`src/mcbd_pkg.sv`:
```
// mcbd_pkg: shared types, constants and channel arithmetic for the mip chain generator.
// Used by every module under src; depends on nothing.
package mcbd_pkg;

	localparam int DEF_MAX_WIDTH  = 2048;
	localparam int DEF_MAX_HEIGHT = 2048;
	localparam int DEF_MAX_LEVELS = 12;

	localparam int CFG_DATA_W  = 12;
	localparam int CFG_INDEX_W = 2;
	localparam int LEVEL_W     = 4;
	localparam int COORD_W     = 11;
	localparam int CHAN_W      = 8;

	localparam logic [CFG_INDEX_W-1:0] REG_IMAGE_WIDTH  = 2'd0;
	localparam logic [CFG_INDEX_W-1:0] REG_IMAGE_HEIGHT = 2'd1;
	localparam logic [CFG_INDEX_W-1:0] REG_LEVEL_COUNT  = 2'd2;

	// {alpha, blue, green, red}, red in the low byte
	typedef logic [4*CHAN_W-1:0] pixel_t;
	// four 9-bit horizontal pair sums, same channel order
	typedef logic [4*(CHAN_W+1)-1:0] pairs_t;

	typedef enum logic {
		ST_IDLE,
		ST_COMBINE
	} eng_state_t;

	typedef struct packed {
		logic [LEVEL_W-1:0] level;
		logic [COORD_W-1:0] col;
		logic [COORD_W-1:0] row;
		pixel_t             pix;
		logic               last;
	} result_t;

	function automatic pairs_t pair_sums(input pixel_t a, input pixel_t b);
		pairs_t r;
		r = '0;
		for (int c = 0; c < 4; c++) begin
			r[(CHAN_W+1)*c +: (CHAN_W+1)] = {1'b0, a[CHAN_W*c +: CHAN_W]}
				+ {1'b0, b[CHAN_W*c +: CHAN_W]};
		end
		return r;
	endfunction

	function automatic pixel_t block_average(input pairs_t upper, input pairs_t lower);
		pixel_t             r;
		logic [CHAN_W+1:0]  s;
		r = '0;
		for (int c = 0; c < 4; c++) begin
			s = {1'b0, upper[(CHAN_W+1)*c +: (CHAN_W+1)]}
				+ {1'b0, lower[(CHAN_W+1)*c +: (CHAN_W+1)]};
			r[CHAN_W*c +: CHAN_W] = s[CHAN_W+1:2];
		end
		return r;
	endfunction

endpackage

```
`src/mcbd_out_fifo.sv`:
```
// mcbd_out_fifo: two-entry result queue between the step engine and the result channel.
// Uses mcbd_pkg::result_t.
module mcbd_out_fifo (
	input  logic                clk,
	input  logic                arst_n,
	input  logic                push,
	input  mcbd_pkg::result_t   push_data,
	output logic                room,
	output logic                out_valid,
	input  logic                out_ready,
	output mcbd_pkg::result_t   out_data
);

	mcbd_pkg::result_t slot_q [2];
	logic              wr_ptr_q;
	logic              rd_ptr_q;
	logic [1:0]        count_q;
	logic              pop;

	assign room      = (count_q != 2'd2);
	assign out_valid = (count_q != 2'd0);
	assign out_data  = slot_q[rd_ptr_q];
	assign pop       = out_valid && out_ready;

	always_ff @(posedge clk or negedge arst_n) begin
		if (!arst_n) begin
			wr_ptr_q <= 1'b0;
			rd_ptr_q <= 1'b0;
			count_q  <= 2'd0;
		end else begin
			if (push) begin
				wr_ptr_q <= ~wr_ptr_q;
			end
			if (pop) begin
				rd_ptr_q <= ~rd_ptr_q;
			end
			if (push && !pop) begin
				count_q <= count_q + 2'd1;
			end else if (pop && !push) begin
				count_q <= count_q - 2'd1;
			end
		end
	end

	always_ff @(posedge clk) begin
		if (push) begin
			slot_q[wr_ptr_q] <= push_data;
		end
	end

endmodule

```
`config.mk`:
```
export PLATFORM = sky130hd
export DESIGN_NAME = mcbd_out_fifo
export DESIGN_NICKNAME = d
export VERILOG_FILES = /design/src/mcbd_pkg.sv /design/src/mcbd_out_fifo.sv
export SDC_FILE = /design/constraint.sdc
export NUM_CORES = 1
export LEC_CHECK = 0
export ABC_AREA = 0
export BUFFER_PORTS_ARGS = -buffer_cell sky130_fd_sc_hd__buf_2
export CAP_MARGIN = 25
export CORE_MARGIN = 2
export CORE_UTILIZATION = 50
export CTS_BUF_LIST = sky130_fd_sc_hd__clkbuf_2
export DETAILED_ROUTE_END_ITERATION = 12
export PLACE_DENSITY_LB_ADDON = 0.08
export RECOVER_POWER = 100
export SLEW_MARGIN = 20
export SYNTH_ARGS = -nofsm -noshare
export SYNTH_HDL_FRONTEND = slang
export SYNTH_SLANG_ARGS = --single-unit
```
`constraint.sdc`:
```
create_clock -name clk -period 3.8 [get_ports clk]
set_input_delay 0 -clock clk [delete_from_list [all_inputs] [get_ports clk]]
set_output_delay 0 -clock clk [all_outputs]
set_load 0.05 [all_outputs]
```
After elaboration in Yosys (flattened, before gate mapping)

Memory sizes are Yosys's and may differ from the RTL's.
Cells that the tools add are included.

Eq/ne operators: 1
Reduce and logical (&&, ||, !) cells: 7
Bitwise logic cells: 2
Multiplexer cells: 4
Add/subtract/negate cells: 2

Operators with widths:

| kind                                             | number |
|---|---|
| 2-to-1 mux 2 bit                                 | 2 |
| nonzero test 2 bit                               | 2 |
| logical AND 1 bit                                | 3 |
| adder 2 x 1 -> 2 bit, second input constant      | 1 |
| logical NOT 1 bit                                | 2 |
| 2-to-1 mux 1 bit                                 | 2 |
| != test 2 bit, second input constant             | 1 |
| NOT 1 bit                                        | 2 |
| subtractor 2 x 1 -> 2 bit, second input constant | 1 |

Register bits: 4
Bits of input ports: 63
Logic and storage cells: 20
Memory bits (writable): 118
Memories: 1

Memories:

| name   | words | bits a word | rd ports | clocked after Yosys merged registers in | wr ports | RTL line            | text |
|---|---|---|---|---|---|---|---|
| slot_q | 2     | 59          | 1        | 0                                       | 1        | mcbd_out_fifo.sv:14 | `mcbd_pkg::result_t slot_q [2];` |

Depth between registers and ports, before layout

Depth after elaboration: 5
Depth in mapped cells: 6

Worst setup path before layout

No wires, ideal clock.

Kind: reg2reg
Start point: reg wr_ptr_q
End point: mem slot_q[0][0] in the netlist's numbering (enable)
Clock period less this slack: 3.511 ns
Arrival: 3.028 ns
Data required time: 3.317 ns
Stages on the path, launching flop included: 2
Setup slack: 0.289 ns
Cell sequence: dfrtp_1 nor2b_1

RTL lines:

| element                | RTL line            | text |
|---|---|---|
| start, declared        | mcbd_out_fifo.sv:15 | `logic wr_ptr_q;` |
| start signal, assigned | mcbd_out_fifo.sv:32 | `wr_ptr_q <= ~wr_ptr_q;` |
| end, declared          | mcbd_out_fifo.sv:14 |  |

Straight into the memory's write port.

==> impl_metrics.yaml <==
synth:
  syn_area_sq_um: 4750
  yosys.area_share.simple: 0.00685
  synth_seq_cells: 122
  post_synth.cell_area_avg_sq_um: 23.7
  yosys_warnings: 0
  synth_top_family_by_area: "multiplexers"
  synthAdderAreaFrac: 0.00263
  synth_area_leaders: "edfxtp_1 75%, mux2_4 19%, buf_12 2.5%"
  yosysTopAreaCell: "edfxtp_1"
  synth_top_cell_area_share: 0.746
  yosys.area_share.xor_xnor: 0.00922
  synth_compound_area_frac: 0
  muxShareOfSynthArea: 0.187
  ys_types: 14
  synth_cells: 200
  synth_seq_area_share: 0.767
  synthesis.nets: 264
detailed_routing:
  met3WireLength_microns: 451
  topRoutingLayerUsed: "met4"
  met2_length_microns: 3960
  drt_pass1_iterations: 4
  dr_total_vias: 2450
  wl_microns: 7780
  wl_met1_microns: 3310
  via_per_inst: 4.51
  wl_per_cell_microns: 14.3
  drc: 0
  initialDrtViolationCount: 109
  ant_nets: 0
sta:
  hold_violations: 0
  tns_ns: 0
  whs_ns: 0.110
  setup_ws_ns: 0.890
  worstMarginPinSlew_ns: 1.89
  slew_violations: 30
  rsz0062_at_grt: "false"
  finClkSkew_ns: 0.0208
  slew_headroom: -0.264
  fin_crit_ns: 2.91
  setup_violations: 0
  min_period_over_period: 0.766
  fmax_mhz: 344
setup_path:
  rrSetupSlack_ns: 0.97
  reg2reg_to: "slot_q[1][9]"
  crit_required_ns: 3.80
  crit_fanout: 36
  rr_startpoint: "wr_ptr_q"
  startpoint_type: "register"
  worstSetupPathType: "register to output port"
  cp-end-kind: "output port"
  arrival_ns: 2.91
  reg2regPathDepth: 2
finish:
  syn2layout_area_growth_pct: 31.4
  finalCoreUtilization: 0.676
  n_antenna_cell: 0
  finalNonFillerCells: 543
  drive_gt1_frac: 0.333
  finalInstanceArea_sq_um: 6240
  layout.nets: 465
floorplan:
  fp.dieW_microns: 101
  dieHeight_microns: 101
  die-area_sq_um: 10300
  placementRows: 35
  core-area_sq_um: 9240
  io_pins: 124
  start_util: 0.514
min_path:
  holdPathEnd: "slot_q[0][17]"
  hold_path.class: "primary input to register"
  min_from: "push_data[17]"
  min_path_cells: 2
pwr:
  power.total_mw: 4.96
  power_density_nw_per_um2: 795
  vdd_ir_drop_max_uv: 474
  p_leak_nw: 2.39
global_route:
  grt_start_max_net_pins: 37
  track_usage: 0.156
  grt_overflow: 0
  first_global_vias: 2454
  antenna_found_initial: 0
  grt_pass1_wl_microns: 11700
clock_network:
  cts.path.max_buffers: 2
  h-tree-depth: 4
  clk_latency_ns: 0.59
  cts.repair.resized: 0
  root_buffer: "clkbuf_2"
  cts_hold_buf: 63
  cts_setup_buffers: 0
  cts_tree: "built"
  path_clk_slew_ns: 0.18
  cts_sinks: 122
  cts-buffers-inserted: 17
outcome:
  violations: "max-capacitance violations, max-slew violations"
  status: "finished with violations"
placement:
  place.gp.congestion: 0.706
  pre_cts_slack_ns: 1.86
  place_area_sq_um: 5460
  place.port_buffers: 123
  dp.cells: 448
job:
  maxCapViolCount: 1
-- power by group --
group | leakage [nW] | switching (mW) | internal [mW]
clock | 0.163 | 0.446 | 0.433
sequential | 1.15 | 0.176 | 1.79
combinational | 1.08 | 1.41 | 0.704
total | 2.39 | 2.04 | 2.93
-- cell families (layout without fill, tap and decap cells) --
logic type | count (synthesis) | count (layout)
xor gates and xnor gates | 5 | 5
buffers and inverters | 7 | 221
and+or+nand+nor | 6 | 6
adders and majority gates | 1 | 1
muxes | 59 | 59
DFF | 122 | 122
-- critical path: stages (launching register included) --
cell and delay [ns]:
dfrtp_4 0.91, clkbuf_2 0.82, mux2_4 0.36, buf_2 0.21
-- synthesized netlist by cell type --
master,instances
buf_12,6
mux2_4,59
or2_1,1
and2_1,1
nor2_1,1
dfrtp_1,4
edfxtp_1,118
nor2b_1,1
xnor2_1,2
buf_6,1
xor2_1,3
ha_1,1
nand2b_1,1
nand2_1,1
-- layer usage --
metal,vias up,GRT usage
li1,1192,-
met1,1167,0.186
met2,84,0.258
met3,7,0.0559
met4,0,0.0655
met5,-,0
-- worst max path at each step --
stage,cells after the start,to,slack [ns],from
2_1_floorplan,1,slot_q[0][0],0.29,wr_ptr_q
6_report,3,out_data[2],0.89,rd_ptr_q
5_1_grt,3,out_data[14],0.65,rd_ptr_q
3_5_place_dp,2,slot_q[1][48],1.86,wr_ptr_q
3_3_place_gp,2,slot_q[1][48],1.85,wr_ptr_q
4_1_cts,3,out_data[2],1.32,rd_ptr_q
-- sequential cells by signal (all words and copies together), names as in the netlist --
signal	count
wr_ptr_q	1
rd_ptr_q	1
slot_q	118
count_q	2
-- layout make-up --
cell class                 instances  area [sq um]
clock buffer                      19          95.1
clock inverter                    13           176
fill                             671          3000
multi-input combinational         71           982
sequential                       122          3650
tap                              129           161
timing repair buffer             189          1180
-- layout by cell type, fill, tap and decap left out, drive strengths merged, types with 2 or more instances in the layout --
cell type | synthesis | routed
edfxtp | 118 | 118
clkbuf | 0 | 99
xor2 | 3 | 3
bufinv | 0 | 4
buf | 7 | 46
clkinv | 0 | 8
dfrtp | 4 | 4
dlygate4sd3 | 0 | 63
xnor2 | 2 | 2
mux2 | 59 | 59
(Power assumes the default switching activity.)
